File: config.mk
export PLATFORM = sky130hd
export DESIGN_NAME = hsr_pick
export DESIGN_NICKNAME = d
export VERILOG_FILES = /design/src/hdl/hsr_pkg.sv /design/src/hdl/hsr_pick.sv
export SDC_FILE = /design/constraint.sdc
export NUM_CORES = 1
export LEC_CHECK = 0
export BUFFER_PORTS_ARGS = -buffer_cell sky130_fd_sc_hd__buf_2
export CAP_MARGIN = 15
export CORE_MARGIN = 5
export CORE_UTILIZATION = 43
export DETAILED_ROUTE_END_ITERATION = 6
export PLACE_DENSITY = 0.84
export SYNTH_ARGS = -nofsm -noshare
export SYNTH_HDL_FRONTEND = slang
export SYNTH_SLANG_ARGS = --single-unit
export TNS_END_PERCENT = 10
File: constraint.sdc
create_clock -name vclk -period 6.8
set_input_delay 1.36 -clock vclk [all_inputs]
set_output_delay 1.36 -clock vclk [all_outputs]
set_load 0.005 [all_outputs]
File: src/hdl/hsr_pkg.sv
// ============================================================================
// hsr_pkg
// Shared widths, record type and order codes for the heap sort records core.
// ============================================================================
`default_nettype none

package hsr_pkg;

    localparam int CAPACITY = 64;
    localparam int KEY_W    = 32;
    localparam int TAG_W    = 16;
    localparam int REC_W    = KEY_W + TAG_W;
    localparam int ADDR_W   = $clog2(CAPACITY);
    localparam int CNT_W    = $clog2(CAPACITY + 1);
    localparam int IDX_W    = ADDR_W + 2;   // holds 2*node+2

    localparam logic ORDER_ASC  = 1'b0;     // max-heap, strict greater-than
    localparam logic ORDER_DESC = 1'b1;     // min-heap, strict less-than

    typedef struct packed {
        logic signed [KEY_W-1:0] key;
        logic [TAG_W-1:0]        tag;
    } t_rec;

    typedef struct packed {
        logic move;         // a child beats the held record
        logic sel_right;    // that child is the right one
    } t_pick;

endpackage

`default_nettype wire

File: src/hdl/hsr_pick.sv
// ============================================================================
// hsr_pick
// One sift level: does a child beat the held record, and which one.
// ============================================================================
`default_nettype none

module hsr_pick import hsr_pkg::*; (
    input  wire logic  i_order,
    input  wire t_rec  i_hold,
    input  wire t_rec  i_left,
    input  wire t_rec  i_right,
    input  wire logic  i_left_ok,
    input  wire logic  i_right_ok,
    output t_pick      o_pick
);

    logic                    w_left_wins;
    logic                    w_right_wins;
    logic signed [KEY_W-1:0] w_best_key;

    // strict compare: ties keep the earlier candidate (parent, then left)
    always_comb begin
        if (i_order == ORDER_DESC) begin
            w_left_wins = i_left_ok && (i_left.key < i_hold.key);
        end else begin
            w_left_wins = i_left_ok && (i_left.key > i_hold.key);
        end
        w_best_key = w_left_wins ? i_left.key : i_hold.key;
        if (i_order == ORDER_DESC) begin
            w_right_wins = i_right_ok && (i_right.key < w_best_key);
        end else begin
            w_right_wins = i_right_ok && (i_right.key > w_best_key);
        end
        o_pick.move      = w_left_wins || w_right_wins;
        o_pick.sel_right = w_right_wins;
    end

endmodule

`default_nettype wire

## Yosys cells after proc, flatten, opt, wreduce, memory -nomap -nowiden

Index checks and enable logic that the tools add are counted.

| operators by class | value |
|---|---|
| order comparisons | 4 |
| muxes and demuxes | 3 |
| reductions and logical operators | 5 |

Operators by type and width:

| kind | count |
|---|---|
| 32-bit > comparator | 2 |
| 32-bit < comparator | 2 |
| 32-bit 2-to-1 mux | 1 |
| 1-bit logical AND | 4 |
| 1-bit 2-to-1 mux | 2 |
| 1-bit logical OR | 1 |

| word-level totals | value |
|---|---|
| output and inout port bits | 2 |
| logic and storage cells | 12 |
| register bits | 0 |
| input port bits | 147 |

## Longest topological paths before layout

Gate-level depths: netlist (run 1).

| depth | value |
|---|---|
| depth after elaboration | 8 |
| depth in mapped cells | 19 |

## Worst setup path before layout (run 1)

No wires, ideal clock.

| path | value |
|---|---|
| path type | in2out |
| from | input i_hold[25] in the netlist's numbering |
| to | output o_pick[0] in the netlist's numbering |
| setup slack | 0.603 ns |
| path buffers | 2 |
| data arrival time | 4.837 ns |
| stages on the path | 19 |
| cells stage by stage | inv_1 -> ha_1 -> a21o_1 -> a21o_1 -> a221oi_2 -> o211ai_1 -> a21oi_2 -> mux2i_4 -> buf_6 -> mux2i_1 -> ha_1 -> a21oi_1 -> o21ai_1 -> a221oi_1 -> a2bb2oi_1 -> and3_1 -> mux2i_1 -> a21o_1 -> buf_4 |

| between the ends | value |
|---|---|
| cells in the longest elaborated chain, start to end | 7 |
| elaborated cells on any way between the ends | 11 |

RTL lines:

| item | line | RTL |
|---|---|---|
| start, declared | hsr_pick.sv:9 | `input wire t_rec i_hold,` |
| 32-bit > comparator / 32-bit < comparator (equally long branches) | hsr_pick.sv:26, hsr_pick.sv:24 |  |
| 1-bit logical AND, on equally long branches | hsr_pick.sv:26, hsr_pick.sv:24 |  |
| 1-bit 2-to-1 mux | hsr_pick.sv:23 | `if (i_order == ORDER_DESC) begin` |
| 32-bit 2-to-1 mux * | hsr_pick.sv:28 | `w_best_key = w_left_wins ? i_left.key : i_hold.key;` |
| 32-bit > comparator / 32-bit < comparator (equally long branches) | hsr_pick.sv:32, hsr_pick.sv:30 |  |
| 1-bit logical AND, on equally long branches | hsr_pick.sv:32, hsr_pick.sv:30 |  |
| 1-bit 2-to-1 mux * | hsr_pick.sv:29 | `if (i_order == ORDER_DESC) begin` |
| end, declared | hsr_pick.sv:14 | `output t_pick o_pick` |

Every way passes the cells marked *; elsewhere a longest branch is shown, timed or not.

==> qor.csv, run 1 <==
metric,value,unit
MaxCap Viol Count,0,
Syn. warnings,0,
Final nets,569,
Die W,77.8,um
Slew headroom,81.6,%
Crit Path Category,input port to primary output,
Die Height,77.8,um
leading post-synthesis cells by cell area,"ha_1 (40%), mux2i_1 (16%), inv_1 (8.0%)",
status,finished clean,
gpl congestion,0.830,
Ports,149,
Area growth syn-to-layout,39.6,%
Via-to-Cell Ratio,5.42,
layout cell share with drive strength beyond 1,38.5,%
leak pwr,1.58,nW
VDD IR max,0.0379,mV
1st-iter DRT viols,39,
WP data arrival,5250,ps
grt total ovfl,0,
syn avg cell area,8.08,um2
WL final,5710,um
Final TNS setup,0,ps
number of global-route vias before repair,2244,
power per cell area,87.9,nW/um2
Worst EP required,5440,ps
Max Clk Rate,151,MHz
Die ar.,6060,um2
Least-Margin Pin Slew,274,ps
Total GRT Usage,16.4,%
Post-DP Area,2540,um2
fill cell count,384,
post-synth top area cell,ha_1,
Row Count,24,
period utilisation layout,97.2,%
Port-buffer cells,101,
Hold Buf Count CTS,0,
post-synthesis cell area,1980,um2
Post-route DRC,0,
post-synth top area share,40.5,%
CLK BUF,0,
worst setup margin,191,ps
Final setup viols,0,
largest net degree at the start of global routing,21,
sequential fraction of the synthesis area,0,%
Post-Place Worst Slack,45.9,ps
Hold Crit Class,input port to primary output,
Ant. Diodes,0,
post-DR wirelength/cell,14.0,um
clock period minus worst slack,6610,ps
first-pass GRT wire length,8760,um
Cell variety after synth,38,
crit path launch type,input port,
via count,2212,
FF/Latch Area,0,um2
Final Hold Vio Count,0,
"top cells by count, synth","ha_1 (64), inv_1 (42), mux2i_1 (32), a21oi_1 (25), nand2_1 (13)",
most common cell in the netlist,ha_1,
Core Footprint,4410,um2
FF+latch count,0,
Critical Path End Type,primary output,
utilization after layout,62.6,%
initial antenna violation count,0,
Syn Nets,456,
Final Cell Area,2760,um2
HPWL after DPL,4920,um
post-route ant nets,0,
Post-Synthesis Cells,245,
Initial Util,44.8,%
Multi-input gate area,1870,um2
max-slew violations,0,
DRT Pass-1 Iters,4,
"critical path fanouts, max",5,
==> cell usage in the layout, fill, tap and decap left out, types with 2 or more instances in the layout <==
cell,synthesis,layout
a21oi_1,25,18
o221ai_1,2,2
nand2_1,13,13
a21o_1,9,9
nor2b_1,2,2
buf_2,0,101
clkbuf_16,0,2
nand4_1,11,11
ha_1,64,63
and4_1,3,2
a221oi_2,1,3
o21ai_0,4,3
buf_4,1,7
nand3_1,4,4
mux2i_1,32,32
a21oi_2,1,8
o211ai_1,4,4
buf_6,3,2
inv_1,42,42
==> power breakdown <==
group / internal [mW] / total, mW / switching [mW] / leakage, nW
logic: 0.128 / 0.243 / 0.115 / 1.58
clock network: 0 / 0 / 0 / 0
registers: 0 / 0 / 0 / 0
total: 0.128 / 0.243 / 0.115 / 1.58
==> layer usage <==
metal | global-route usage [%] | share of wire, % | vias to the layer above
met4 | 0.172 | 0 | 0
li1 | - | - | 1137
met2 | 31.6 | 50 | 74
met5 | 0 | 0 | -
met1 | 20.0 | 43 | 1001
met3 | 2.55 | 7.8 | 0
==> metrics by stage <==
stage	hold WS, ps	instances	power [mW]
detailed placement	3250	397	0.204
floorplan	3050	245	0.138
CTS	3260	397	0.206
global placement	3250	397	0.196
finish	3250	408	0.243
global route	3280	408	0.273
==> what timing repair did <==
action / in CTS / in global routing
setup endpoints to repair: 0 / 2
buffers inserted: 0 / 9
gates resized for setup: 0 / 24
==> worst paths after layout <==
kind	start	endpoint	slack, ps	depth (start not counted)
max	i_hold[25]	o_pick[1]	190	21
min	i_right_ok	o_pick[0]	3250	5
==> cells by family after synthesis <==
logic type,count (synthesis),synth area share [%]
adder cells (fa/ha/maj),64,40.5
AO/OA/AOI/OAI,56,18.4
AND/OR/NAND/NOR,44,12.8
buffers and inverters,46,10.1
multiplexers,34,17.9
XOR/XNOR,1,0.443
==> layout make-up <==
cell class         count  area share (%)
multi-input cells    199            67.6
repair buffers       115            24.4
well taps             52            2.35
inverters             42            5.70
==> worst max-delay path, stage by stage <==
cell       delay, ps
buf_2            110
inv_1             90
ha_4             210
a21o_1           170
a21o_1           180
a221oi_2         220
o211ai_1         160
a21oi_2          210
mux2i_4          320
buf_6            150
buf_12           120
mux2i_1          210
ha_1             290
a21oi_2          170
o21ai_2           80
a221oi_2         270
a2bb2oi_2        210
and3_4           220
mux2i_1           80
a211o_1          290
buf_2            120
Note: power is estimated with default switching activity, not from simulation.
==> inputs of run 2 (changes only) <==
PLACE_DENSITY = 0.85   (was 0.84)
==> qor.csv, run 2 (same netlist as run 1, synthesis figures left out) <==
metric,value,unit
status,finished clean,
WP data arrival,5270,ps
HPWL after DPL,4800,um
post-DR wirelength/cell,14.4,um
Ant. Diodes,0,
grt total ovfl,0,
Seq pwr share,0,%
Worst EP required,5440,ps
Final TNS setup,0,ps
period utilisation layout,97.5,%
leak pwr,1.60,nW
post-route ant nets,0,
FF+latch count,0,
MaxCap Viol Count,0,
Post-DP Area,2540,um2
"commonest non-fill, non-tap cell in the layout",buf_2,
number of global-route vias before repair,2188,
combinational power share,100.0,%
Via-to-Cell Ratio,5.51,
"critical path fanouts, max",6,
final non-filler cell total,410,
Post-Place Worst Slack,52.7,ps
Initial Util,44.8,%
1st-iter DRT viols,38,
Max Clk Rate,151,MHz
P_int,136,uW
Cells after DPL,397,
Slew headroom,81.5,%
Area growth syn-to-layout,45.2,%
CLK BUF,0,
via count,2258,
Critical Path End Type,primary output,
Post-route DRC,0,
largest net degree at the start of global routing,22,
Final Hold Vio Count,0,
Die ar.,6060,um2
Hold Crit Class,input port to primary output,
Die Height,77.8,um
VDD IR max,0.0407,mV
Ports,149,
Port-buffer cells,101,
Total GRT Usage,16.2,%
Final nets,571,
Switching Share,47.0,%
Least-Margin Pin Slew,271,ps
Final setup viols,0,
FF/Latch Area,0,um2
Die W,77.8,um
Crit Path Category,input port to primary output,
clock period minus worst slack,6630,ps
WL final,5900,um
P_sw,121,uW
layout cell share with drive strength beyond 1,41.1,%
initial antenna violation count,0,
Row Count,24,
power per cell area,89.6,nW/um2
Clk pwr share,0,%
Total Power,258,uW
DRT Pass-1 Iters,4,
most frequent cells in the layout,"buf_2 (101), ha_1 (60), inv_1 (41), mux2i_1 (28), a21oi_1 (21)",
Hold Buf Count CTS,0,
worst setup margin,170,ps
first-pass GRT wire length,8710,um
utilization after layout,65.1,%
Core Footprint,4410,um2
crit path launch type,input port,
max-slew violations,0,
worst hold margin,3320,ps
Final Cell Area,2870,um2
gpl congestion,0.771,
[run 2: final timing paths]
kind	from	end	slack, ps	cells after the start
setup / recovery	i_hold[25]	o_pick[1]	170	20
hold / removal	i_right_ok	o_pick[0]	3320	5
[run 2: what timing repair did]
item,CTS,global route
endpoints found under the setup margin,0,2
resized for setup,0,35
buffers inserted,0,11
[run 2: metal layers]
metal	track usage, %	vias to the layer above	part of all wire, %
met4	0	0	0.95
met3	2.08	8	8.5
met1	19.9	1025	40
li1	-	1146	-
met2	31.6	79	51
met5	0	-	0
[run 2: layout make-up]
class | count | area [um2]
multi-input cells | 199 | 1950
fillers | 374 | 1540
repair buffers | 117 | 701
inverters | 42 | 158
well taps | 52 | 65.1
[run 2: power groups by stage]
| stage | clock network, mW | registers, mW | logic [mW] |
|---|---|---|---|
| 2_1_floorplan | 0 | 0 | 0.138 |
| 3_3_place_gp | 0 | 0 | 0.196 |
| 3_5_place_dp | 0 | 0 | 0.204 |
| 4_1_cts | 0 | 0 | 0.205 |
| 5_1_grt | 0 | 0 | 0.288 |
| 6_report | 0 | 0 | 0.258 |
[run 2: worst max-delay path, stage by stage]
cell	delay (ps)
buf_2	120
inv_2	60
ha_4	190
a21o_1	170
a21o_1	160
a221oi_2	220
o211ai_1	160
a21oi_2	210
mux2i_4	360
buf_6	140
buf_6	120
mux2i_2	230
ha_1	290
and4_4	210
a221oi_2	300
a2bb2oi_2	210
and3_4	240
mux2i_4	250
a211o_1	140
buf_2	110
==> inputs of run 3 (changes only) <==
RECOVER_POWER = 50   (was unset)
SETUP_SLACK_MARGIN = 0.5   (was unset)
SLEW_MARGIN = 30   (was unset)
==> qor.csv, run 3 (same netlist as run 1, synthesis figures left out) <==
metric,value,unit
HPWL after DPL,4800,um
Slew headroom,72.2,%
crit path launch type,input port,
Final setup viols,0,
"commonest non-fill, non-tap cell in the layout",buf_2,
Crit Path Category,input port to primary output,
Multi-input gate area,2020,um2
Area growth syn-to-layout,53.5,%
Post-DP Area,2540,um2
metal3 WL,401,um
grt total ovfl,0,
period utilisation layout,96.9,%
Final Cell Area,3040,um2
status,finished clean,
VDD IR max,0.0412,mV
gpl congestion,0.771,
Met1 Wirelength,2500,um
Total Power,273,uW
DRT Pass-1 Iters,4,
crit path capture,o_pick[1],
Row Count,24,
Ant. Diodes,0,
worst hold margin,3290,ps
Max Used Layer,met4,
Die Height,77.8,um
1st-iter DRT viols,51,
Final nets,574,
fill cell count,348,
power per cell area,90.0,nW/um2
max-slew violations,0,
layout cell share with drive strength beyond 1,44.3,%
first-pass GRT wire length,10200,um
post-route ant nets,0,
Ports,149,
Worst EP required,5440,ps
MaxCap Viol Count,0,
crit path launch,i_hold[41],
CLK BUF,0,
FF/Latch Area,0,um2
RSZ-0062 raised after global routing,yes,
Final TNS setup,0,ps
post-DR wirelength/cell,15.6,um
Port-buffer cells,101,
Post-route DRC,0,
number of global-route vias before repair,2451,
utilization after layout,68.8,%
initial antenna violation count,0,
Least-Margin Pin Slew,413,ps
FF+latch count,0,
Via-to-Cell Ratio,5.52,
met2 WL,3470,um
Total GRT Usage,19.3,%
Hold Buf Count CTS,0,
WP data arrival,5230,ps
leak pwr,1.65,nW
WL final,6430,um
Max Clk Rate,152,MHz
largest net degree at the start of global routing,11,
"critical path fanouts, max",5,
Hold Crit Class,input port to primary output,
Final Hold Vio Count,0,
Die W,77.8,um
clock period minus worst slack,6590,ps
Critical Path End Type,primary output,
Core Footprint,4410,um2
most frequent cells in the layout,"buf_2 (91), ha_1 (55), inv_1 (36), mux2i_1 (28), a21oi_1 (21)",
WHS Path Cells,5,
Initial Util,44.8,%
Die ar.,6060,um2
via count,2281,
==> run 3: changes by cell type in the layout (fill, tap and decap cells not counted), sizes merged <==
cell,before,now
clkbuf,2,0
buf,115,120
==> run 3: area by class of cell <==
| class | count | share of cell area (%) |
|---|---|---|
| multi-input combinational | 199 | 66.3 |
| timing repair buffer | 120 | 26.3 |
| inverter | 42 | 5.27 |
| tap | 52 | 2.14 |
==> run 3: worst min-delay path by stage <==
| stage | from | to |
|---|---|---|
| after global placement | i_right_ok | o_pick[0] |
| after CTS | i_right_ok | o_pick[0] |
| after detailed placement | i_right_ok | o_pick[0] |
| after global routing | i_right_ok | o_pick[0] |
| final | i_right_ok | o_pick[0] |
| after floorplan | i_order | o_pick[1] |
==> run 3: worst max-delay path: stages <==
cell	delay, ps
buf_6	70
inv_2	40
ha_4	250
nand4_1	160
nor4_4	330
nor3b_4	260
nand4_1	130
or3b_4	270
mux2i_4	80
buf_12	150
buf_12	120
buf_12	110
mux2i_1	120
ha_1	340
nand4_1	130
nor2_2	200
and4_4	270
o31ai_4	80
and3_4	210
mux2i_4	180
a211o_1	250
buf_2	130
==> run 3: what timing repair did <==
item,in CTS,in global routing
gates cloned,1,0
pin swaps,36,11
gates resized for setup,53,14
buffers inserted,14,1
endpoints found under the setup margin,2,2
==> run 3: power by group <==
| group | internal, mW | switching [mW] | leakage [nW] |
|---|---|---|---|
| clock network | 0 | 0 | 0 |
| registers | 0 | 0 | 0 |
| logic | 0.147 | 0.127 | 1.65 |
| total | 0.147 | 0.127 | 1.65 |
==> run 3: layer usage <==
metal,track usage [%],vias up
li1,-,1149
met1,22.5,1047
met2,38.7,81
met3,1.62,4
met4,1.37,0
met5,0,-
==> run 3: through the flow <==
| stage | cells | setup WS [ps] |
|---|---|---|
| global route | 413 | -27.7 |
| finish | 413 | 208 |
| floorplan | 245 | 603 |
| detailed placement | 397 | 52.7 |
| CTS | 412 | 304 |
| global placement | 397 | 134 |
