File: config.mk
export PLATFORM = sky130hd
export DESIGN_NAME = hsr_ram
export DESIGN_NICKNAME = d
export VERILOG_FILES = /design/src/hdl/hsr_ram.sv
export SDC_FILE = /design/constraint.sdc
export NUM_CORES = 1
export LEC_CHECK = 0
export ABC_AREA = 1
export BUFFER_PORTS_ARGS = -buffer_cell sky130_fd_sc_hd__buf_2
export CAP_MARGIN = 20
export CORE_UTILIZATION = 65
export CTS_CLUSTER_DIAMETER = 80
export CTS_CLUSTER_SIZE = 16
export DETAILED_ROUTE_END_ITERATION = 8
export MAX_ROUTING_LAYER = met4
export PLACE_DENSITY_LB_ADDON = 0.08
export SYNTH_ARGS = -nofsm -noshare
export SYNTH_HDL_FRONTEND = slang
export SYNTH_SLANG_ARGS = --single-unit
File: constraint.sdc
create_clock -name i_clk -period 3 [get_ports i_clk]
set_clock_uncertainty 0.15 [all_clocks]
set_input_delay 0.6 -clock i_clk [delete_from_list [all_inputs] [get_ports i_clk]]
set_output_delay 0.6 -clock i_clk [all_outputs]
set_load 0.05 [all_outputs]
File: src/hdl/hsr_ram.sv
// ============================================================================
// hsr_ram
// Generic RAM: one write port, two read ports, registered read data.
// ============================================================================
`default_nettype none

module hsr_ram #(
    parameter int WIDTH = 8,
    parameter int DEPTH = 16
) (
    input  wire logic                     i_clk,
    input  wire logic                     i_we,
    input  wire logic [$clog2(DEPTH)-1:0] i_waddr,
    input  wire logic [WIDTH-1:0]         i_wdata,
    input  wire logic [$clog2(DEPTH)-1:0] i_raddr_a,
    input  wire logic [$clog2(DEPTH)-1:0] i_raddr_b,
    output logic      [WIDTH-1:0]         o_rdata_a,
    output logic      [WIDTH-1:0]         o_rdata_b
);

    logic [WIDTH-1:0] r_mem [DEPTH];

    always_ff @(posedge i_clk) begin
        if (i_we) begin
            r_mem[i_waddr] <= i_wdata;
        end
        o_rdata_a <= r_mem[i_raddr_a];
        o_rdata_b <= r_mem[i_raddr_b];
    end

endmodule

`default_nettype wire

; After elaboration in Yosys (flattened, before gate mapping)
; Memory sizes are Yosys's and may differ from the RTL's. A register that Yosys moved wholly into a read port is not among the register bits.
; Cells that the tools add are included.
; W data, S select, Z words.
[word_totals]
mem_bits_ro = 0
mem_bits_rw = 128
reg_bits = 0
memories = 1
in_bits = 22
latchBits = 0
[op_classes]
add_sub_neg = 0
multipliers = 0
div_mod_pow = 0
reduce_logical = 0
shift = 0
order_cmp = 0
n_eq_ne = 0
mux = 2
bitwise = 0
[mem_list]
columns = name, depth, width, rd, rd_ports_with_merged_regs, write_ports, line
row1 = r_mem, 16, 8, 2, 2, 1, 21  ; logic [WIDTH-1:0] r_mem [DEPTH];
[op_table]
columns = cell, count
row1 = $mux W1, 2

; Longest topological paths before layout
; Gate-level depths: netlist of the first run.
[depth]
ltp_word = 2
mapped_depth = 7
ltp_nobuf = 6

; Worst setup path after synthesis of the first run
; Ideal clock, no wire load.
[synth_path]
path_type = input to register
from = input i_waddr[2]
to = memory r_mem[10][0], enable pin
path_slack_ns = 1.299
arrival_ns = 1.181
path_stages = 2
setup_ns = 0.370
cell_sequence = nand3b_1 nor2_1
[synth_rtl]
columns = element, line
row1 = "start, declared", 13  ; input wire logic [$clog2(DEPTH)-1:0] i_waddr,
row2 = "end, declared", 21
; Straight into the memory's write port.

; Worst setup path in the final report of the first run
[layout_path]
from = register o_rdata_b[2] (read register of r_mem)
to = output o_rdata_b[2]
[layout_rtl]
columns = element, line
row1 = "start, declared", 18  ; output logic [WIDTH-1:0] o_rdata_b
; No word-level cell between the ends.

==> results_tabular.tex, run 1 <==
\begin{tabular}{lr}
\hline
Metric & Value \\
\hline
\multicolumn{2}{l}{\textbf{Outcome}} \\
\quad Outcome & finished clean \\
\multicolumn{2}{l}{\textbf{Clock tree}} \\
\quad Clock edge transition at the registers on the reported setup and hold paths & 0.06 ns \\
\quad Number of buffers on the longest clock path & 2 \\
\quad Worst skew pair latency & 0.54 ns \\
\quad TritonCTS clock tree & done \\
\quad Num CTS Buffers & 17 \\
\quad Total setup buffers inserted after CTS & 0 \\
\quad Clk sinks & 144 \\
\quad Clock root buffer & sky130\_fd\_sc\_hd\_\_clkbuf\_8 \\
\quad Depth of the CTS H-tree & 4 \\
\quad Post\_cts resized & 0 \\
\quad Hold-fix buffers at CTS & 0 \\
\multicolumn{2}{l}{\textbf{Global routing}} \\
\quad Vias in the first global route & 5751 \\
\quad Most congested layer reported by global routing & met2 \\
\quad Wire length of the first global-routing pass & 31.6 mm \\
\quad Antenna violations before repair & 0 \\
\quad All-layer global routing usage & 39.3\% \\
\quad Total overflow reported by the global router & 0 \\
\quad Met1 Track Usage GR & 53.8\% \\
\quad Met2 usage in global routing & 55.3\% \\
\quad Global routing usage on met3 & 9.26\% \\
\quad Maximum number of pins on one net before global-route repair & 65 \\
\multicolumn{2}{l}{\textbf{Synthesis}} \\
\quad Post-synth cell types & 13 \\
\quad Most frequent cells after synthesis & 277 x sky130\_fd\_sc\_hd\_\_nand2\_1, 225 x sky130\_fd\_sc\_hd\_\_nand3\_1, 134 x sky130\_fd\_sc\_hd\_\_inv\_1 \\
\quad Primary flip-flop cell chosen by synthesis mapping & sky130\_fd\_sc\_hd\_\_edfxtp\_1 \\
\quad Share of the synthesized area in the top cell type & 52.9\% \\
\quad Netlist area before placement & 7260 um\^{}2 \\
\quad Synthesis-stage register bit count & 144 \\
\quad Avg Synthesized Cell Area & 8.53 um\^{}2 \\
\quad Count of synthesis-stage warnings from yosys & 0 \\
\quad Most frequent cell after synthesis & sky130\_fd\_sc\_hd\_\_nand2\_1 \\
\quad Post-Synthesis Cells & 851 \\
\quad Cells taking the most area after synthesis & sky130\_fd\_sc\_hd\_\_edfxtp\_1 53\%, sky130\_fd\_sc\_hd\_\_nand3\_1 16\%, sky130\_fd\_sc\_hd\_\_nand2\_1 14\% \\
\quad Async SR Flop Fraction & 0\% \\
\quad Area leader, netlist & sky130\_fd\_sc\_hd\_\_edfxtp\_1 \\
\quad Count of flip-flops with a built-in enable after synthesis & 128 \\
\quad Syn\_nets & 873 \\
\quad Part of the Yosys area used for sequential elements & 57.4\% \\
\multicolumn{2}{l}{\textbf{Worst hold path}} \\
\quad Startpoint of the worst hold path & i\_raddr\_b[3] \\
\quad Number of cells traversed by the worst hold path & 3 \\
\quad Worst hold path endpoint & o\_rdata\_b[2] \\
\quad Class of the tightest hold or removal check & primary input to register \\
\multicolumn{2}{l}{\textbf{Critical path}} \\
\quad Count of cells along the worst register-to-register path & 6 \\
\quad Startpoint class of the critical path & register \\
\quad Sum of buffers and inverters on the critical path & 1 \\
\quad Reg-to-reg setup timing slack & 1.68 ns \\
\quad Data arrival time of the worst path & 1.23 ns \\
\quad Critical path start-end classification & register to output pin \\
\quad Nature of the critical path endpoint & output pin \\
\quad Max stage delay cell, worst path & sky130\_fd\_sc\_hd\_\_dfxtp\_1 \\
\quad Crit-path max cell delay & 0.39 ns \\
\quad Worst reg2reg path startpoint & r\_mem[7][2] \\
\quad Required time worst endpoint & 2.25 ns \\
\quad Destination of the worst register-to-register timing path & o\_rdata\_b[2] \\
\quad Largest fanout on the critical path & 1 \\
\quad Dominant delay contributor by cell family on the critical path & flip-flops \\
\quad Sequence of cells on the critical path & buf\_2 \\
\multicolumn{2}{l}{\textbf{Timing}} \\
\quad Worst hold slack & 0.315 ns \\
\quad Final clock period utilization by the worst path & 66.0\% \\
\quad Setup repair after global routing missed its margin & false \\
\quad Hold Fails Final Rpt & 0 \\
\quad Fmax & 505 MHz \\
\quad Worst max-slew margin expressed relative to the limit & 34.6\% \\
\quad Total Neg Setup Slack & 0 ns \\
\quad Final setup violation count & 0 \\
\quad Final slew viol count & 0 \\
\quad Post-layout minimum cycle time & 1.98 ns \\
\quad Worst-Margin Slew & 0.978 ns \\
\multicolumn{2}{l}{\textbf{Cells and area}} \\
\quad Signed area change from the synthesized netlist to the final layout & 10.2\% \\
\quad Layout fillers & 803 \\
\quad Number of nets in the final layout & 894 \\
\quad Layout cell share with drive strength beyond 1 & 9.27\% \\
\quad \# diodes & 0 \\
\quad Finished Layout Cells & 1025 \\
\multicolumn{2}{l}{\textbf{Power and ir drop}} \\
\quad Leak & 3.65 nW \\
\quad Worst IR Drop VDD & 0.490 mV \\
\quad Power density of the placed cells & 602 nW/um\^{}2 \\
\multicolumn{2}{l}{\textbf{Detailed routing}} \\
\quad DR iter-0 viols & 1167 \\
\quad Avg WL per Cell & 20.2 um \\
\quad Average vias per placed instance & 5.95 \\
\quad Number of iterations in the first detailed-routing pass & 6 \\
\quad Post-route ant nets & 0 \\
\quad Total number of vias & 6102 \\
\quad Wire length after detailed routing & 20.7 mm \\
\quad Post-route DRC & 0 \\
\multicolumn{2}{l}{\textbf{Placement}} \\
\quad Sum of net half-perimeters after detailed placement & 12.9 mm \\
\quad Weighted congestion at the end of routability-driven global placement & 0.951 \\
\quad PortBufs & 37 \\
\quad Total instance count after detailed placement & 992 \\
\multicolumn{2}{l}{\textbf{Die}} \\
\quad Starting Density & 67.0\% \\
\quad Standard-cell rows & 38 \\
\quad Total die area & 11600 um\^{}2 \\
\quad I/O pins & 38 \\
\quad Width of the chip & 108 um \\
\quad Standard cell core area & 10800 um\^{}2 \\
\quad Y dimension of the die & 108 um \\
\multicolumn{2}{l}{\textbf{Flow run}} \\
\quad Maximum Capacitance Violations & 0 \\
\hline
\end{tabular}
[routing by layer]
layer	vias up	part of all wire (%)
met3	63	13
met5	-	0
li1	2781	-
met4	0	3.9
met2	481	44
met1	2777	39
[cell families (layout without fill, tap and decap cells)]
group | after synthesis | after routing | synth area share, %
buffers and inverters | 186 | 220 | 11.7
AND/OR/NAND/NOR | 521 | 521 | 30.9
flip-flops | 144 | 144 | 57.4
[state kept, by name, summed over array words and instances (netlist names)]
name       cells
o_rdata_b      8
r_mem        128
o_rdata_a      8
[layout by cell type (no fill, tap or decap), drive strengths merged]
master and count:
buf 50, clkbuf 28, inv 138, edfxtp 128, bufinv 1, clkinv 2
dfxtp 16, clkinvlp 1, nand3b 2, nand3 225, nand2 277, nor2 17
[layout make-up]
| type | count | area, um^2 | area share, % |
|---|---|---|---|
| clock buffer | 28 | 526 | 6.57 |
| sequential | 144 | 4160 | 52.1 |
| multi-input combinational | 521 | 2240 | 28.1 |
| timing repair buffer | 50 | 324 | 4.05 |
| clock inverter | 4 | 47.5 | 0.594 |
| tap | 140 | 175 | 2.19 |
| inverter | 138 | 518 | 6.48 |
[power by group]
part           switching [mW]  total [mW]  internal, mW
registers              0.0228        2.27          2.24
clock network           0.757        2.01          1.25
logic                   0.403       0.535         0.132
total                    1.18        4.81          3.63
[worst max path at each step]
stage                 startpoint      endpoint  slack (ns)  cells after the start
finish              o_rdata_b[2]  o_rdata_b[2]        1.02                      1
floorplan             i_waddr[2]  r_mem[10][0]        1.30                      2
detailed placement    i_waddr[0]  r_mem[14][3]        0.84                      4
global placement      i_waddr[1]  r_mem[13][2]        0.80                      4
global route        o_rdata_b[2]  o_rdata_b[2]        1.01                      1
CTS                 o_rdata_b[2]  o_rdata_b[2]        1.01                      1
[metrics by stage]
stage / cell area, um^2 / setup slack [ns] / total power, mW / util, %
floorplan: 7260 / 1.30 / 2.67 / -
global placement: 7410 / 0.800 / 2.82 / 68.4
detailed placement: 7410 / 0.843 / 2.83 / 68.4
CTS: 7990 / 1.01 / 4.81 / 73.7
global route: 8000 / 1.01 / 4.94 / 73.8
finish: 8000 / 1.02 / 4.81 / 73.8
No activity file was read; power rests on OpenSTA's default activity.
==> run 2, diff against run 1 <==
--- a/config.mk
+++ b/config.mk
@@ -8,7 +8,7 @@
 export ABC_AREA = 1
 export BUFFER_PORTS_ARGS = -buffer_cell sky130_fd_sc_hd__buf_2
 export CAP_MARGIN = 20
-export CORE_UTILIZATION = 65
+export CORE_UTILIZATION = 55
 export CTS_CLUSTER_DIAMETER = 80
 export CTS_CLUSTER_SIZE = 16
 export DETAILED_ROUTE_END_ITERATION = 8
==> constraint.sdc (replaced) <==
create_clock -name i_clk -period 1.75 [get_ports i_clk]
set_clock_uncertainty 0.15 [all_clocks]
set_input_delay 0.35 -clock i_clk [delete_from_list [all_inputs] [get_ports i_clk]]
set_output_delay 0.35 -clock i_clk [all_outputs]
set_load 0.05 [all_outputs]
==> run 2 against run 1 <==
- total power is 74% higher
- cell count is 6.0% higher
- via count is 2.0% higher
- hold slack worse by 0.14 ns
- setup slack worse by 0.88 ns
- count of clock-buffer cells in the layout is 8 lower
- routed wire length is 3.3% lower
- critical path depth stayed put
- first-iteration DRC count is 25% lower
- register-to-register slack worse by 1.1 ns
- largest cell class unchanged
- largest power group unchanged
==> results_tabular.tex, run 2 (same netlist as run 1, synthesis figures left out) <==
\begin{tabular}{lr}
\hline
Metric & Value \\
\hline
\multicolumn{2}{l}{\textbf{Timing}} \\
\quad Final slew viol count & 0 \\
\quad Worst-Margin Slew & 0.370 ns \\
\quad Post-layout minimum cycle time & 1.61 ns \\
\quad Total Neg Setup Slack & 0 ns \\
\quad Worst max-slew margin expressed relative to the limit & 75.3\% \\
\quad Final setup violation count & 0 \\
\quad Hold Fails Final Rpt & 0 \\
\quad Setup repair after global routing missed its margin & false \\
\quad Final clock period utilization by the worst path & 92.2\% \\
\quad Fmax & 620 MHz \\
\multicolumn{2}{l}{\textbf{Detailed routing}} \\
\quad Post-route ant nets & 0 \\
\quad Avg WL per Cell & 18.4 um \\
\quad Wire length after detailed routing & 20.0 mm \\
\quad Number of iterations in the first detailed-routing pass & 6 \\
\quad DR iter-0 viols & 876 \\
\quad Average vias per placed instance & 5.72 \\
\quad Post-route DRC & 0 \\
\quad Total number of vias & 6222 \\
\multicolumn{2}{l}{\textbf{Critical path}} \\
\quad Crit-path max cell delay & 0.40 ns \\
\quad Max stage delay cell, worst path & sky130\_fd\_sc\_hd\_\_dfxtp\_1 \\
\quad Critical path start-end classification & register to output pin \\
\quad Sequence of cells on the critical path & buf\_2 \\
\quad Dominant delay contributor by cell family on the critical path & flip-flops \\
\quad Destination of the worst register-to-register timing path & o\_rdata\_a[1] \\
\quad Largest fanout on the critical path & 1 \\
\quad Count of cells along the worst register-to-register path & 6 \\
\quad Startpoint class of the critical path & register \\
\quad Reg-to-reg setup timing slack & 0.57 ns \\
\quad Required time worst endpoint & 1.25 ns \\
\quad Nature of the critical path endpoint & output pin \\
\quad Sum of buffers and inverters on the critical path & 1 \\
\quad Worst reg2reg path startpoint & r\_mem[0][1] \\
\quad Data arrival time of the worst path & 1.11 ns \\
\multicolumn{2}{l}{\textbf{Die}} \\
\quad Width of the chip & 117 um \\
\quad I/O pins & 38 \\
\quad Total die area & 13700 um\^{}2 \\
\quad Standard-cell rows & 41 \\
\quad Y dimension of the die & 117 um \\
\quad Standard cell core area & 12700 um\^{}2 \\
\quad Starting Density & 57.1\% \\
\multicolumn{2}{l}{\textbf{Global routing}} \\
\quad Total overflow reported by the global router & 0 \\
\quad Vias in the first global route & 5587 \\
\quad All-layer global routing usage & 32.4\% \\
\quad Wire length of the first global-routing pass & 30.5 mm \\
\quad Maximum number of pins on one net before global-route repair & 61 \\
\quad Antenna violations before repair & 1 \\
\multicolumn{2}{l}{\textbf{Clock tree}} \\
\quad Post\_cts resized & 0 \\
\quad Clk sinks & 144 \\
\quad Number of buffers on the longest clock path & 2 \\
\quad Depth of the CTS H-tree & 4 \\
\quad TritonCTS clock tree & done \\
\quad Worst skew pair latency & 0.42 ns \\
\quad Hold-fix buffers at CTS & 0 \\
\quad Num CTS Buffers & 17 \\
\quad Total setup buffers inserted after CTS & 0 \\
\quad Clock root buffer & sky130\_fd\_sc\_hd\_\_clkbuf\_16 \\
\quad Clock edge transition at the registers on the reported setup and hold paths & 0.06 ns \\
\multicolumn{2}{l}{\textbf{Cells and area}} \\
\quad Most common library cell in the layout ignoring fill and taps & sky130\_fd\_sc\_hd\_\_nand2\_1 \\
\quad Register bank with the most flops & r\_mem \\
\quad Layout cell share with drive strength beyond 1 & 12.3\% \\
\quad Signed area change from the synthesized netlist to the final layout & 14.5\% \\
\quad Number of flip-flops under the largest register name & 128 \\
\quad Finished Layout Cells & 1087 \\
\quad Top flop regs & r\_mem (128), o\_rdata\_a (8), o\_rdata\_b (8) \\
\quad Layout fillers & 1043 \\
\quad Number of nets in the final layout & 922 \\
\quad Most frequent cells in the layout & 277 x sky130\_fd\_sc\_hd\_\_nand2\_1, 225 x sky130\_fd\_sc\_hd\_\_nand3\_1, 134 x sky130\_fd\_sc\_hd\_\_inv\_1 \\
\multicolumn{2}{l}{\textbf{Power and ir drop}} \\
\quad Leak & 3.80 nW \\
\quad Power density of the placed cells & 1010 nW/um\^{}2 \\
\quad Total Power & 8.39 mW \\
\quad Worst IR Drop VDD & 0.640 mV \\
\multicolumn{2}{l}{\textbf{Worst hold path}} \\
\quad Worst hold path endpoint & r\_mem[10][3] \\
\quad Number of cells traversed by the worst hold path & 1 \\
\quad Class of the tightest hold or removal check & primary input to register \\
\quad Startpoint of the worst hold path & i\_wdata[3] \\
\multicolumn{2}{l}{\textbf{Placement}} \\
\quad Total instance count after detailed placement & 1053 \\
\quad Sum of net half-perimeters after detailed placement & 12.9 mm \\
\quad PortBufs & 37 \\
\quad Weighted congestion at the end of routability-driven global placement & 0.896 \\
\multicolumn{2}{l}{\textbf{Flow run}} \\
\quad Maximum Capacitance Violations & 0 \\
\multicolumn{2}{l}{\textbf{Outcome}} \\
\quad Outcome & finished clean \\
\hline
\end{tabular}
==> run 2: changes by cell type in the layout (fill, tap and decap cells not counted), moves of 2 or more <==
cell	delta
sky130_fd_sc_hd__buf_4	+25
sky130_fd_sc_hd__clkinvlp_4	+3
sky130_fd_sc_hd__clkbuf_1	-2
sky130_fd_sc_hd__buf_12	+4
sky130_fd_sc_hd__inv_6	+2
sky130_fd_sc_hd__clkinv_4	+2
sky130_fd_sc_hd__clkbuf_8	-7
sky130_fd_sc_hd__diode_2	+2
==> run 2: worst max-delay path by stage <==
stage / from / end / slack, ns / depth (start not counted)
after floorplan: i_waddr[2] / r_mem[10][0] / 0.30 / 2
after global placement: i_raddr_a[1] / o_rdata_a[2] / 0.16 / 7
after detailed placement: i_raddr_b[0] / o_rdata_b[0] / 0.15 / 9
after CTS: o_rdata_b[0] / o_rdata_b[0] / 0.14 / 1
after global routing: o_rdata_b[1] / o_rdata_b[1] / 0.10 / 1
final: o_rdata_b[1] / o_rdata_b[1] / 0.14 / 1
==> run 2: where the power goes <==
| part | total, mW | internal (mW) | switching (mW) |
|---|---|---|---|
| Sequential | 3.88 | 3.84 | 0.0359 |
| Clock | 3.55 | 2.14 | 1.41 |
| Combinational | 0.953 | 0.268 | 0.684 |
==> run 2: per-stage QoR <==
step	instance area (um^2)	utilization, %	setup WS (ns)	hold slack, ns
final	8310	65.3	0.136	0.174
after global routing	8310	65.3	0.105	0.174
after CTS	8300	65.3	0.137	0.164
after detailed placement	7720	60.7	0.152	0.502
after global placement	7720	60.7	0.163	0.499
after floorplan	7260	-	0.299	0.299
==> run 2: per-layer routing <==
metal,global-route usage [%],vias up,wire length (um)
met1,44.0,2918,8150
met5,-,-,0
met2,46.8,402,8980
met4,14.3,0,608
met3,7.26,58,2250
li1,-,2844,-
==> run 2: cell type report <==
| type | count | area [um^2] | share of cell area [%] |
|---|---|---|---|
| Tap cell | 172 | 215 | 2.59 |
| Clock inverter | 12 | 135 | 1.63 |
| Inverter | 138 | 518 | 6.23 |
| Timing Repair Buffer | 78 | 581 | 6.99 |
| Clock buffer | 20 | 447 | 5.38 |
| Antenna cell | 2 | 5.00 | 0.0602 |
| Sequential cell | 144 | 4160 | 50.1 |
| Multi-Input combinational cell | 521 | 2240 | 27.0 |
==> run 3, diff against run 2 <==
--- a/config.mk
+++ b/config.mk
@@ -8,7 +8,7 @@
 export ABC_AREA = 1
 export BUFFER_PORTS_ARGS = -buffer_cell sky130_fd_sc_hd__buf_2
 export CAP_MARGIN = 20
-export CORE_UTILIZATION = 55
+export CORE_UTILIZATION = 45
 export CTS_CLUSTER_DIAMETER = 80
 export CTS_CLUSTER_SIZE = 16
 export DETAILED_ROUTE_END_ITERATION = 8
==> run 3 against run 2 <==
- hold slack better by 0.0019 ns
- non-clock buffer count down 3
- register-to-register slack worse by 0.08 ns
- setup slack worse by 0.049 ns
- largest cell class unchanged
- first-iteration DRC count down 16%
- maximum frequency down 2.9%
- routed wire length up 11%
==> results_tabular.tex, run 3 (same netlist as run 1, synthesis figures left out) <==
\begin{tabular}{lr}
\hline
Metric & Value \\
\hline
\multicolumn{2}{l}{\textbf{Global routing}} \\
\quad Vias in the first global route & 5525 \\
\quad Wire length of the first global-routing pass & 33.1 mm \\
\quad Total overflow reported by the global router & 0 \\
\quad Antenna violations before repair & 1 \\
\quad All-layer global routing usage & 29.0\% \\
\quad Maximum number of pins on one net before global-route repair & 65 \\
\multicolumn{2}{l}{\textbf{Power and ir drop}} \\
\quad Worst IR Drop VDD & 0.712 mV \\
\quad Leak & 3.82 nW \\
\quad Total Power & 8.49 mW \\
\quad Power density of the placed cells & 1010 nW/um\^{}2 \\
\multicolumn{2}{l}{\textbf{Detailed routing}} \\
\quad Average vias per placed instance & 5.35 \\
\quad Post-route ant nets & 0 \\
\quad Routed length on met2 & 9.74 mm \\
\quad DR iter-0 viols & 735 \\
\quad Total number of vias & 6025 \\
\quad Post-route DRC & 0 \\
\quad Highest routed layer & met4 \\
\quad Wire length after detailed routing & 22.2 mm \\
\quad WL met1 & 9.60 mm \\
\quad Detail Route met3 WL & 2.12 mm \\
\quad Avg WL per Cell & 19.7 um \\
\quad Number of iterations in the first detailed-routing pass & 5 \\
\multicolumn{2}{l}{\textbf{Placement}} \\
\quad Weighted congestion at the end of routability-driven global placement & 0.885 \\
\quad Pre-CTS WS & 0.140 ns \\
\quad Total instance count after detailed placement & 1094 \\
\quad PortBufs & 37 \\
\quad Sum of net half-perimeters after detailed placement & 14.0 mm \\
\multicolumn{2}{l}{\textbf{Timing}} \\
\quad Fmax & 601 MHz \\
\quad Worst-Margin Slew & 0.456 ns \\
\quad Hold Fails Final Rpt & 0 \\
\quad Final slew viol count & 0 \\
\quad Total Neg Setup Slack & 0 ns \\
\quad Worst-case setup margin in the final layout & 0.0873 ns \\
\quad Final setup violation count & 0 \\
\quad Setup repair after global routing missed its margin & false \\
\quad Post-layout minimum cycle time & 1.66 ns \\
\quad Worst max-slew margin expressed relative to the limit & 69.6\% \\
\quad Final clock period utilization by the worst path & 95.0\% \\
\multicolumn{2}{l}{\textbf{Critical path}} \\
\quad Reg-to-reg setup timing slack & 0.49 ns \\
\quad Startpoint class of the critical path & register \\
\quad Worst reg2reg path startpoint & r\_mem[15][5] \\
\quad Dominant delay contributor by cell family on the critical path & flip-flops \\
\quad Destination of the worst register-to-register timing path & o\_rdata\_a[5] \\
\quad Data arrival time of the worst path & 1.16 ns \\
\quad Sum of buffers and inverters on the critical path & 1 \\
\quad Sequence of cells on the critical path & buf\_2 \\
\quad Critical path start-end classification & register to output pin \\
\quad Crit-path max cell delay & 0.43 ns \\
\quad Required time worst endpoint & 1.25 ns \\
\quad Count of cells along the worst register-to-register path & 6 \\
\quad Max stage delay cell, worst path & sky130\_fd\_sc\_hd\_\_dfxtp\_1 \\
\quad Nature of the critical path endpoint & output pin \\
\quad Largest fanout on the critical path & 1 \\
\multicolumn{2}{l}{\textbf{Clock tree}} \\
\quad Clk sinks & 144 \\
\quad Post\_cts resized & 0 \\
\quad Clock root buffer & sky130\_fd\_sc\_hd\_\_clkbuf\_16 \\
\quad Worst skew pair latency & 0.43 ns \\
\quad Num CTS Buffers & 17 \\
\quad Clock edge transition at the registers on the reported setup and hold paths & 0.06 ns \\
\quad Depth of the CTS H-tree & 4 \\
\quad Hold-fix buffers at CTS & 0 \\
\quad TritonCTS clock tree & done \\
\quad Number of buffers on the longest clock path & 2 \\
\quad Total setup buffers inserted after CTS & 0 \\
\multicolumn{2}{l}{\textbf{Worst hold path}} \\
\quad Class of the tightest hold or removal check & primary input to register \\
\quad Worst hold path endpoint & r\_mem[0][4] \\
\quad Startpoint of the worst hold path & i\_wdata[4] \\
\quad Number of cells traversed by the worst hold path & 1 \\
\multicolumn{2}{l}{\textbf{Cells and area}} \\
\quad Signed area change from the synthesized netlist to the final layout & 15.7\% \\
\quad Number of flip-flops under the largest register name & 128 \\
\quad Most common library cell in the layout ignoring fill and taps & sky130\_fd\_sc\_hd\_\_nand2\_1 \\
\quad Layout fillers & 1471 \\
\quad Layout cell share with drive strength beyond 1 & 11.6\% \\
\quad Register bank with the most flops & r\_mem \\
\quad Top flop regs & r\_mem (128), o\_rdata\_a (8), o\_rdata\_b (8) \\
\quad Most frequent cells in the layout & 277 x sky130\_fd\_sc\_hd\_\_nand2\_1, 225 x sky130\_fd\_sc\_hd\_\_nand3\_1, 134 x sky130\_fd\_sc\_hd\_\_inv\_1 \\
\quad Number of nets in the final layout & 919 \\
\quad Finished Layout Cells & 1127 \\
\multicolumn{2}{l}{\textbf{Die}} \\
\quad Standard cell core area & 15800 um\^{}2 \\
\quad Y dimension of the die & 129 um \\
\quad Starting Density & 45.9\% \\
\quad I/O pins & 38 \\
\quad Standard-cell rows & 46 \\
\quad Width of the chip & 129 um \\
\quad Total die area & 16600 um\^{}2 \\
\multicolumn{2}{l}{\textbf{Outcome}} \\
\quad Outcome & finished clean \\
\multicolumn{2}{l}{\textbf{Flow run}} \\
\quad Maximum Capacitance Violations & 0 \\
\hline
\end{tabular}
==> run 3: cell count changes in the layout (fill, tap and decap cells not counted) <==
cell	before	now
sky130_fd_sc_hd__inv_6	2	0
sky130_fd_sc_hd__clkinvlp_4	4	1
sky130_fd_sc_hd__clkinv_1	0	2
sky130_fd_sc_hd__buf_4	34	26
sky130_fd_sc_hd__diode_2	2	1
sky130_fd_sc_hd__buf_12	7	12
sky130_fd_sc_hd__clkbuf_8	1	0
sky130_fd_sc_hd__clkbuf_1	2	3
sky130_fd_sc_hd__clkinv_2	2	4
sky130_fd_sc_hd__bufinv_16	2	3
==> run 3: metal layers <==
metal	track usage, %	vias to the layer above
li1	-	2839
met1	39.0	2800
met2	42.3	334
met3	6.52	52
met4	12.3	0
met5	-	-
==> run 3: how the worst max path moves through the flow <==
stage / start / endpoint / slack [ns] / depth (start not counted)
after floorplan: i_waddr[2] / r_mem[10][0] / 0.30 / 2
after global placement: i_raddr_a[0] / o_rdata_a[5] / 0.14 / 7
after detailed placement: i_raddr_a[0] / o_rdata_a[5] / 0.14 / 7
after CTS: o_rdata_a[4] / o_rdata_a[4] / 0.07 / 1
after global routing: o_rdata_a[4] / o_rdata_a[4] / 0.08 / 1
final: o_rdata_a[4] / o_rdata_a[4] / 0.09 / 1
==> run 3: power by group <==
group / switching [mW] / internal (mW) / total, mW / leakage (nW)
Combinational: 0.715 / 0.281 / 0.996 / 2.24
Clock: 1.39 / 2.22 / 3.61 / 0.283
Sequential: 0.0414 / 3.85 / 3.89 / 1.29
==> run 3: final cells by class <==
class	instances	area (um^2)	share of cell area [%]
multi-input combinational	521	2240	26.7
clock inverter	12	143	1.70
clock buffer	20	437	5.20
antenna	1	2.50	0.0298
tap	216	270	3.22
sequential	144	4160	49.6
inverter	138	518	6.17
timing repair buffer	75	621	7.39
==> run 3: through the flow <==
stage	utilization, %	instance area, um^2	hold slack (ns)
after floorplan	-	7260	0.299
after global placement	49.4	7820	0.512
after detailed placement	49.4	7820	0.514
after CTS	53.1	8400	0.162
after global routing	53.1	8400	0.169
final	53.1	8400	0.176
